--- src/ietc_pkg.sv ---
// Package with the constants and record type of the infrared edge timing capture block.
package ietc_pkg;

  localparam int unsigned MAX_EDGES = 128;
  localparam int unsigned TICK_W = 16;
  localparam int unsigned COUNT_W = 8;
  localparam int unsigned CFG_W = 16;
  localparam logic [CFG_W-1:0] SILENCE_RESET = 16'd10000;
  localparam logic [TICK_W-1:0] TICK_MAX = {TICK_W{1'b1}};
  localparam logic [COUNT_W-1:0] MAX_EDGES_C = COUNT_W'(MAX_EDGES);

  typedef enum logic {
    KIND_EDGE = 1'b0,
    KIND_FRAME_END = 1'b1
  } rec_kind_t;

  typedef struct packed {
    logic [COUNT_W-1:0] edge_count;
    logic new_level;
    logic [TICK_W-1:0] duration_ticks;
    rec_kind_t record_kind;
  } rec_t;

endpackage

--- src/ir_edge_timing_capture.sv ---
// Top level of the infrared edge timing capture block.
// The block takes one line sample per clock on the input stream and can take
// a new sample in each cycle that in_tready is high. Results leave through a
// two-entry output stage (output register plus skid register), so in_tready
// drops only when both entries hold records that the sink has not taken. A
// record is registered in the output or, if that is held, the skid register.
// The always-ready cfg channel writes the silence timeout register.
module ir_edge_timing_capture (
  input  logic        clk,
  input  logic        rst_n,
  input  logic        cfg_valid,
  output logic        cfg_ready,
  input  logic [15:0] cfg_data,     // silence_timeout
  input  logic        in_tvalid,
  output logic        in_tready,
  input  logic [7:0]  in_tdata,     // [0] line_level, [7:1] zero
  output logic        out_tvalid,
  input  logic        out_tready,
  output logic [31:0] out_tdata,    // [15:0] duration_ticks, [16] new_level,
                                    // [24:17] edge_count, [31:25] zero
  output logic [0:0]  out_tuser     // [0] record_kind
);
  import ietc_pkg::*;

  logic [CFG_W-1:0]   silence_r;
  logic               prev_level_r, prev_level_nxt;
  logic [TICK_W-1:0]  ticks_r, ticks_nxt;
  logic               in_frame_r, in_frame_nxt;
  logic [COUNT_W-1:0] edges_r, edges_nxt;
  logic               out_valid_r, out_valid_nxt;
  logic               skid_valid_r, skid_valid_nxt;
  rec_t               out_rec_r, out_rec_nxt;
  rec_t               skid_rec_r, skid_rec_nxt;

  logic               level;
  logic               accept;
  logic               is_edge;
  logic [TICK_W-1:0]  elapsed;
  logic               res_valid;
  rec_t               res;

  assign cfg_ready = 1'b1;
  assign in_tready = !skid_valid_r;
  assign accept = in_tvalid && in_tready;
  assign level = in_tdata[0];
  assign elapsed = (ticks_r == TICK_MAX) ? TICK_MAX : ticks_r + TICK_W'(1);
  assign is_edge = (level != prev_level_r);

  always_comb begin
    prev_level_nxt = prev_level_r;
    ticks_nxt = ticks_r;
    in_frame_nxt = in_frame_r;
    edges_nxt = edges_r;
    res_valid = 1'b0;
    res = '0;
    if (accept) begin
      ticks_nxt = elapsed;
      if (is_edge) begin
        prev_level_nxt = level;
        ticks_nxt = '0;
        if (!in_frame_r) begin
          if (!level && (elapsed >= silence_r)) begin
            in_frame_nxt = 1'b1;
            edges_nxt = '0;
          end
        end else if (edges_r < MAX_EDGES_C) begin
          edges_nxt = edges_r + COUNT_W'(1);
          res_valid = 1'b1;
          res.record_kind = KIND_EDGE;
          res.duration_ticks = elapsed;
          res.new_level = level;
        end
      end else if (in_frame_r && (elapsed >= silence_r)) begin
        in_frame_nxt = 1'b0;
        edges_nxt = '0;
        if (edges_r != '0) begin
          res_valid = 1'b1;
          res.record_kind = KIND_FRAME_END;
          res.edge_count = edges_r;
        end
      end
    end
  end

  always_comb begin
    out_valid_nxt = out_valid_r;
    out_rec_nxt = out_rec_r;
    skid_valid_nxt = skid_valid_r;
    skid_rec_nxt = skid_rec_r;
    if (out_tready || !out_valid_r) begin
      if (skid_valid_r) begin
        out_valid_nxt = 1'b1;
        out_rec_nxt = skid_rec_r;
        skid_valid_nxt = 1'b0;
      end else begin
        out_valid_nxt = res_valid;
        out_rec_nxt = res;
      end
    end else if (res_valid) begin
      skid_valid_nxt = 1'b1;
      skid_rec_nxt = res;
    end
  end

  always_ff @(posedge clk) begin
    if (!rst_n) begin
      silence_r <= SILENCE_RESET;
      prev_level_r <= 1'b1;
      ticks_r <= '0;
      in_frame_r <= 1'b0;
      edges_r <= '0;
      out_valid_r <= 1'b0;
      skid_valid_r <= 1'b0;
    end else begin
      if (cfg_valid && cfg_ready) begin
        silence_r <= cfg_data;
      end
      prev_level_r <= prev_level_nxt;
      ticks_r <= ticks_nxt;
      in_frame_r <= in_frame_nxt;
      edges_r <= edges_nxt;
      out_valid_r <= out_valid_nxt;
      skid_valid_r <= skid_valid_nxt;
    end
  end

  always_ff @(posedge clk) begin
    out_rec_r <= out_rec_nxt;
    skid_rec_r <= skid_rec_nxt;
  end

  assign out_tvalid = out_valid_r;
  assign out_tdata = {7'd0, out_rec_r.edge_count, out_rec_r.new_level,
                      out_rec_r.duration_ticks};
  assign out_tuser = out_rec_r.record_kind;

`ifndef SYNTHESIS
  a_edges_bound: assert property (@(posedge clk) disable iff (!rst_n)
    edges_r <= MAX_EDGES_C)
    else $error("Edge count exceeds its maximum.");

  a_idle_no_edges: assert property (@(posedge clk) disable iff (!rst_n)
    !in_frame_r |-> edges_r == '0)
    else $error("Edge count is nonzero while idle.");

  a_skid_implies_out: assert property (@(posedge clk) disable iff (!rst_n)
    skid_valid_r |-> out_valid_r)
    else $error("Skid entry holds a record while the output register is empty.");

  a_frame_end_count: assert property (@(posedge clk) disable iff (!rst_n)
    (out_valid_r && out_rec_r.record_kind == KIND_FRAME_END)
      |-> (out_rec_r.edge_count != '0 && out_rec_r.duration_ticks == '0))
    else $error("Frame end record carries a bad payload.");

  a_edge_record: assert property (@(posedge clk) disable iff (!rst_n)
    (out_valid_r && out_rec_r.record_kind == KIND_EDGE)
      |-> (out_rec_r.edge_count == '0 && out_rec_r.duration_ticks != '0))
    else $error("Edge record carries a bad payload.");
`endif

endmodule

--- config.mk ---
export PLATFORM = sky130hd
export DESIGN_NAME = ir_edge_timing_capture
export DESIGN_NICKNAME = d
export VERILOG_FILES = /design/src/ietc_pkg.sv /design/src/ir_edge_timing_capture.sv
export SDC_FILE = /design/constraint.sdc
export NUM_CORES = 1
export LEC_CHECK = 0
export BUFFER_PORTS_ARGS = -buffer_cell sky130_fd_sc_hd__buf_2
export CAP_MARGIN = 10
export CORE_MARGIN = 3
export CORE_UTILIZATION = 40
export CTS_BUF_LIST = sky130_fd_sc_hd__clkbuf_4
export CTS_CLUSTER_DIAMETER = 60
export CTS_CLUSTER_SIZE = 40
export DETAILED_ROUTE_END_ITERATION = 6
export GPL_TIMING_DRIVEN = 0
export PLACE_DENSITY = 0.63
export SLEW_MARGIN = 25
export SYNTH_ARGS = -nofsm -noshare
export SYNTH_HDL_FRONTEND = slang
export SYNTH_SLANG_ARGS = --single-unit
export TNS_END_PERCENT = 10
--- constraint.sdc ---
create_clock -name clk -period 4.8 [get_ports clk]
set_input_delay 0.72 -clock clk [delete_from_list [all_inputs] [get_ports clk]]
set_output_delay 0.72 -clock clk [all_outputs]
set_load 0.02 [all_outputs]
# Word level (Yosys, flattened, before mapping)
# Index checks and enable logic that the tools add are counted.
# word_totals
regBits	96
inputBits	29
out_inout_bits	36
wordCells	66
# classes
addsub	2
magnitude_cmp	2
eq_ne	4
muxes	27
n_bitwise	2
n_reduce_logical	14
# ops
cell	n
2-to-1 mux 8 bit	8
2-to-1 mux 26 bit	2
2-to-1 mux 18 bit	2
2-to-1 mux 16 bit	2
2-to-1 mux 17 bit	1
adder 16 x 1 -> 16 bit (second input constant)	1
== test 16 bit (second input constant)	1
greater-or-equal comparator 16 bit	1
2-to-1 mux 1 bit	12
adder 8 x 1 -> 8 bit (second input constant)	1
less-than comparator 8 bit (second input constant)	1
nonzero test 8 bit	1
inequality test 3 x 2 -> 1 bit (second input constant)	2
AND reduction 2 bit	3
AND reduction 4 bit	1
logical AND 1 bit	3
logical NOT 1 bit	3
inverter 1 bit	2
nonzero test 2 bit	1
OR reduction 2 bit	1
logical OR 1 bit	1
inequality test 1 bit	1

# Depth between registers and ports, before layout
# Gate-level depths: netlist of run 1.
# depth
word_depth	8
mapped_depth	14
ltp_nobuf	13

# Worst setup path after synthesis of run 1
# No wires, ideal clock.
# synth_timing
path_kind	reg2reg
start	reg ticks_r[0]
end	reg skid_rec_r[0] (netlist name) (enable)
arrival_ps	3546
slack_ps	870
stages_incl_launch_ff	14
path_buffers	0
path_cell_list	dfxtp_1 ha_1 nand3_1 nor3_1 and3_1 mux2i_1 inv_1 ha_1 nand4_1 or3_2 nand3_1 o31a_4 a21boi_4 o21a_1
# synth_via
elab_chain_len	8
word_cells_on_any_way	9
# synth_lines
element	line	rtl
from (decl)	ir_edge_timing_capture.sv:27	logic [TICK_W-1:0] ticks_r, ticks_nxt;
from (signal assigned)	ir_edge_timing_capture.sv:119	ticks_r <= ticks_nxt;
adder 16 x 1 -> 16 bit or == test 16 bit (tied branches)	ir_edge_timing_capture.sv:46	assign elapsed = (ticks_r == TICK_MAX) ? TICK_MAX : ticks_r + TICK_W'(1);
2-to-1 mux 16 bit *	ir_edge_timing_capture.sv:46	
greater-or-equal comparator 16 bit *	ir_edge_timing_capture.sv:73	end else if (in_frame_r && (elapsed >= silence_r)) begin
logical AND 1 bit *	ir_edge_timing_capture.sv:73	
2-to-1 mux 1 bit *	ir_edge_timing_capture.sv:73	
2-to-1 mux 1 bit *	ir_edge_timing_capture.sv:58	if (is_edge) begin
2-to-1 mux 1 bit *	ir_edge_timing_capture.sv:56	if (accept) begin
AND reduction 2 bit (no source line) *	--	
to (signal assigned)	ir_edge_timing_capture.sv:129	skid_rec_r <= skid_rec_nxt;
to (decl)	ir_edge_timing_capture.sv:33	rec_t skid_rec_r, skid_rec_nxt;
# Mark *: on every way between the ends. The rest lies on a longest branch, timed or not.
# A chain may end at the register's enable or synchronous reset.

# Final worst setup path of run 1
# layout_timing
start	reg ticks_r[0]
end	reg skid_rec_r[5] (netlist name) (enable)
# Same word-level chain as after synthesis.

==> flow_summary_export.csv, run 1 <==
group,metric,value,unit
yosys,yosys_warnings,0,
setup_path,reg2reg_depth,13,
setup_path,cp.required,4.93,ns
placement,dp_cells,639,
cts,tritoncts_num_sinks,96,
placement,dp_hpwl,7414,um
status,status,"complete, no violations",
setup_path,reg2reg_slack,0.44,ns
sta,fin_tns_setup,0,ns
global_route,grt_pass1_vias,3203,
sta,fin_skew,0.01419,ns
cts,clock_path_buffers,2,
final_layout,drive_gt1_share,20.19,%
final_layout,instances_no_fill,655,
floorplanning,core,0.01113,sq mm
power,power_density,261.9,mW/mm^2
setup_path,r2r_start,"ticks_r[0]",
cts,clkTransAtPathRegs,0.15,ns
yosys,synth_flop_cell,"edfxtp_1",
floorplanning,rows,38,
final_layout,layout_commonest_cell,"edfxtp_1",
power,power,1.376,mW
setup_path,r2r-end,"skid_rec_r[5]",
floorplanning,start_util,42.06,%
final_layout,diodes,0,
detailed_routing,routed_wl,9879,um
final_layout,final_util,47.21,%
job,maxCapViolCount,0,
cts,cts_tree,"built",
sta,report.final.setup_viol,0,
sta,worst_slew_pin_slew,0.9290,ns
floorplanning,fp.dieH,114.2,um
sta,timing.fmax,229.1,MHz
global_route,antenna_found_initial,0,
detailed_routing,first_iter_violations,250,
setup_path,crit_start,"ticks_r[0]",
floorplanning,pin_count,65,
global_route,grt_pass1_wl,16180,um
cts,cts_max_level,3,
yosys,ys_types,66,
detailed_routing,drt-pass1-iter-count,4,
cts,cts_resized,0,
sta,rsz0062_at_grt,"false",
global_route,grt_max_degree,27,
floorplanning,die_area,0.01303,sq mm
sta,period_minus_slack,4.364,ns
floorplanning,die_w,114.2,um
detailed_routing,postRouteAntennaNets,0,
cts,cts_buffers,9,
yosys,netlist_instances,445,
final_layout,layout_common_cells,"edfxtp_1 (52), buf_2 (51), dfxtp_1 (44), nand2_1 (40), nor2_1 (32)",
yosys,synthArstFlopShare,0,%
setup_path,worstSetupPathType,"reg -> reg",
placement,gp_congestion,0.8706,
setup_path,worst_setup_path_end_kind,"flip-flop",
detailed_routing,vias,3398,
global_route,grt_usage,15.39,%
min_path,hp-class,"in -> reg",
final_layout,fin_nets,558,
final_layout,syn2layout_area_growth,12.25,%
setup_path,arrival,4.49,ns
yosys,synth_seq_cells,96,
cts,clock-root-buffer,"clkbuf_4",
sta,fin_crit_sh,90.92,%
yosys,synthesis.area,0.004679,sq mm
detailed_routing,drc,0,
power,vdd_drop_max,0.1420,mV
yosys,synth_edf_count,52,
yosys,synth.avg_cell_area,10.52,sq um
final_layout,final.fill_count,1082,
detailed_routing,routedWlPerCell,15.08,um
setup_path,critPathLaunchType,"flip-flop",
setup_path,endpoint,"skid_rec_r[5]",
cts,cts_hold_buf,0,
cts,post_cts_buffers,0,
setup_path,critPathMaxFanout,26,
placement,numPortBuffers,48,
power,power.leakage,2.434,nW
cts,clock_latency,0.45,ns
sta,relSlewSlack,37.68,%
sta,hold_violations,0,
sta,slew_viol_final,0,
detailed_routing,routed_via_density,5.188,
global_route,gr-total-overflow,0,
yosys,seq_area_frac_synth,52.19,%
-- flip-flops by register name, summed over array words and instances, names as in the netlist --
signal / flops
skid_rec_r: 26
out_tvalid: 1
out_tdata: 25
prev_level_r: 1
edges_r: 8
in_frame_r: 1
skid_valid_r: 1
silence_r: 16
out_tuser: 1
ticks_r: 16
-- power breakdown --
part | switching, mW | internal (mW)
clock network | 0.292 | 0.121
registers | 0.00704 | 0.867
logic | 0.0514 | 0.0373
total | 0.351 | 1.03
-- synth_stat cells (9+ instances only) --
| library cell | number | share of area, % |
|---|---|---|
| inv_1 | 30 | 2.4 |
| nor2_1 | 32 | 2.6 |
| and2_1 | 9 | 1.2 |
| o21ai_0 | 19 | 2.0 |
| nand2_1 | 40 | 3.2 |
| nor3_1 | 9 | 0.96 |
| mux2i_1 | 14 | 3.0 |
| ha_1 | 19 | 5.1 |
| clkbuf_1 | 9 | 0.72 |
| a21o_1 | 21 | 3.4 |
| and3_1 | 9 | 1.2 |
| dfxtp_1 | 44 | 19 |
| edfxtp_1 | 52 | 33 |
| a21oi_1 | 14 | 1.5 |
| nand3_1 | 14 | 1.5 |
-- how the worst min path moves through the flow --
| stage | endpoint | start | slack [ns] | cells past startpoint |
|---|---|---|---|---|
| after global routing | silence_r[8] | cfg_data[8] | 0.49 | 3 |
| after CTS | silence_r[4] | cfg_data[4] | 0.47 | 3 |
| final | silence_r[4] | cfg_data[4] | 0.49 | 3 |
| after detailed placement | silence_r[3] | silence_r[3] | 0.49 | 2 |
| after global placement | silence_r[3] | silence_r[3] | 0.48 | 2 |
| after floorplan | silence_r[11] | silence_r[11] | 0.46 | 2 |
-- worst max-delay path, stage by stage, from the launching register on --
cell,delay (ns)
dfxtp_1,0.49
ha_1,0.33
nand3_1,0.15
nor3_1,0.31
and3_1,0.22
mux2i_1,0.33
inv_1,0.12
ha_1,0.29
nand4_1,0.12
nor3_1,0.28
nor4b_2,0.42
o31a_4,0.23
a21boi_4,0.31
o21a_4,0.41
-- layout make-up --
class	instances	area (sq um)	area share, %
inverters	31	116.4	2.215
well taps	140	175.2	3.335
plain buffers	26	161.4	3.073
clock inverters	6	52.55	1.000
flip-flops and latches	96	2442	46.50
repair buffers	48	240.2	4.574
multi-input cells	298	1989	37.88
clock buffers	10	75.07	1.429
-- kinds of logic (layout without fill, tap and decap cells) --
logic type,after synthesis,in the layout,synth area share (%)
DFF,96,96,52.19
and+or+nand+nor,151,151,16.66
muxes,14,14,2.995
adders and majority gates,19,19,5.080
buffers and inverters,57,121,5.935
AOI/OAI and AO/OA,98,98,15.32
other,2,8,0.1605
xor gates and xnor gates,8,8,1.658
-- through the flow --
step	hold slack (ns)	setup slack, ns	cell area, sq um
after floorplan	0.4604	0.8696	4702
after global placement	0.4770	-0.1258	5117
after detailed placement	0.4916	0.2320	5119
after CTS	0.4730	0.2130	5246
after global routing	0.4854	0.07763	5253
final	0.4941	0.4358	5253
-- layer usage --
metal  share of wire, %  GRT usage [%]  vias to the layer above
met2                 45          24.28                       78
met5                  0              0                        -
met4               0.92          3.325                        0
met3                4.6          3.066                        7
met1                 50          22.03                     1609
li1                   -              -                     1704
Power figures use the tool's default switching activity.
==> run 2, diff against run 1 <==
CORE_ASPECT_RATIO = 0.7   (was not set)
==> run 2 against run 1 <==
Clock skew shrank 0.0067 ns. Via count grew 2.0%. Critical path depth is the same. Register-to-register slack lost 0.13 ns. Fmax shrank 2.8%. Core utilization is essentially flat. Final area grew 0.86%. Count of clock-buffer cells in the layout grew 1. Combinational power grew 2%. Sequential power is essentially flat. Sequential share of layout area shrank 0.40 points. First-iteration DRC count grew 2.8%. Largest cell class unchanged. Highest routed layer unchanged.
==> flow_summary_export.csv, run 2 (synthesis gave the netlist of run 1 again) <==
group,metric,value,unit
sta,report.final.setup_viol,0,
cts,clkTransAtPathRegs,0.15,ns
cts,tritoncts_num_sinks,96,
final_layout,regArea,0.002442,sq mm
job,maxCapViolCount,0,
floorplanning,start_util,41.74,%
final_layout,layout_common_cells,"edfxtp_1 (52), buf_2 (51), dfxtp_1 (44), nand2_1 (40), nor2_1 (32)",
placement,gp_congestion,0.9068,
final_layout,layout_commonest_cell,"edfxtp_1",
min_path,hp-class,"in -> reg",
detailed_routing,postRouteAntennaNets,0,
final_layout,final.fill_count,1086,
setup_path,cp.required,4.93,ns
final_layout,stdcell_area,0.005298,sq mm
setup_path,critPathMaxFanout,26,
floorplanning,die_area,0.01305,sq mm
setup_path,worstSetupPathType,"reg -> reg",
floorplanning,pin_count,65,
final_layout,drive_gt1_share,20.39,%
global_route,grt_usage,16.27,%
detailed_routing,routedWlPerCell,15.12,um
sta,relSlewSlack,37.89,%
cts,post_cts_buffers,0,
cts,cts_tree,"built",
placement,dp_hpwl,7564,um
setup_path,critPathLaunchType,"flip-flop",
detailed_routing,first_iter_violations,257,
global_route,grt_pass1_vias,3365,
floorplanning,rows,32,
sta,timing.fmax,222.6,MHz
detailed_routing,routed_via_density,5.190,
detailed_routing,vias,3467,
global_route,gr-total-overflow,0,
floorplanning,core,0.01121,sq mm
power,power_density,265.7,mW/mm^2
cts,cts_max_level,3,
final_layout,top_register,"skid_rec_r",
placement,numPortBuffers,48,
placement,dpl-instance-area,0.005135,sq mm
power,power.leakage,2.447,nW
power,vdd_drop_max,0.1284,mV
final_layout,largest_reg_flops,26,
sta,fin_skew,0.007445,ns
final_layout,multi_input_area,0.002003,sq mm
status,status,"complete, no violations",
cts,clock_latency,0.45,ns
final_layout,fin_nets,558,
global_route,antenna_found_initial,0,
setup_path,worst_setup_path_end_kind,"flip-flop",
global_route,grt_max_degree,27,
cts,cts_buffers,9,
final_layout,syn2layout_area_growth,13.21,%
setup_path,arrival,4.62,ns
final_layout,diodes,0,
floorplanning,fp.dieH,96.50,um
cts,cts_hold_buf,0,
detailed_routing,routed_wl,10100,um
detailed_routing,drt-pass1-iter-count,5,
sta,worst_slew_pin_slew,0.9260,ns
sta,rsz0062_at_grt,"false",
floorplanning,die_w,135.3,um
sta,hold_violations,0,
detailed_routing,drc,0,
cts,clock-root-buffer,"clkbuf_4",
sta,fin_crit_sh,93.57,%
sta,slew_viol_final,0,
sta,hold_ws,0.4793,ns
sta,period_minus_slack,4.491,ns
cts,clock_path_buffers,2,
global_route,grt_pass1_wl,16450,um
[run 2: cell types whose count changed in the layout (fill, tap and decap cells not counted), sizes merged]
cell / delta
bufinv: +1
clkbuf: +1
clkinv: +2
clkinvlp: -1
inv: -3
[run 2: through the flow]
step           cells  power (mW)  worst slack (ns)  TNS [ns]  utilization (%)
2_1_floorplan    451      0.9553            0.8696         0                -
3_3_place_gp     652      0.9779           -0.2747    -7.117            45.79
3_5_place_dp     652      0.9806          -0.08484    -2.178            45.80
4_1_cts          668       1.423            0.1175         0            47.13
5_1_grt          668       1.464           0.05978         0            47.25
6_report         668       1.408            0.3085         0            47.25
[run 2: repair_timing]
item / in CTS / in global routing
gates resized for setup: 1 / 2
pin swaps: 0 / 0
setup endpoints to repair: 26 / 26
[run 2: critical path, stage by stage, from the launching register on]
cell and delay [ns]:
dfxtp_1 0.50, ha_1 0.35, nand3_1 0.18, nor3_1 0.35
and3_1 0.22, mux2i_1 0.38, inv_1 0.08, ha_1 0.29
nand4_1 0.17, nor3_2 0.31, nor4b_4 0.39, o31a_4 0.22
a21boi_4 0.30, o21a_4 0.42
[run 2: worst paths after layout]
check,slack [ns],endpoint,start,cells after the start
setup / recovery,0.31,skid_rec_r[12],ticks_r[0],13
hold / removal,0.48,silence_r[8],cfg_data[8],3
setup reg to reg,0.31,skid_rec_r[12],ticks_r[0],13
hold reg to reg,0.51,silence_r[10],silence_r[10],2
[run 2: routing by layer]
metal / GRT usage [%] / wire length, um / up-vias
met2: 25.87 / 4529 / 104
li1: - / - / 1705
met3: 3.882 / 575 / 9
met1: 22.25 / 4912 / 1649
met5: 0 / 0 / -
met4: 5.034 / 82 / 0
[run 2: power breakdown]
part / leakage [nW] / total, mW / internal, mW / switching [mW]
Combinational: 1.44 / 0.0904 / 0.0376 / 0.0529
Clock: 0.0770 / 0.443 / 0.172 / 0.271
Sequential: 0.935 / 0.874 / 0.867 / 0.00715
[run 2: layout make-up]
cell class                      instances  area share [%]
Sequential cell                        96           46.10
Multi-Input combinational cell        298           37.81
Timing Repair Buffer                   48           4.535
Tap cell                              153           3.614
Buffer                                 26           3.047
Inverter                               31           2.197
Clock buffer                           11           1.559
Clock inverter                          5           1.134
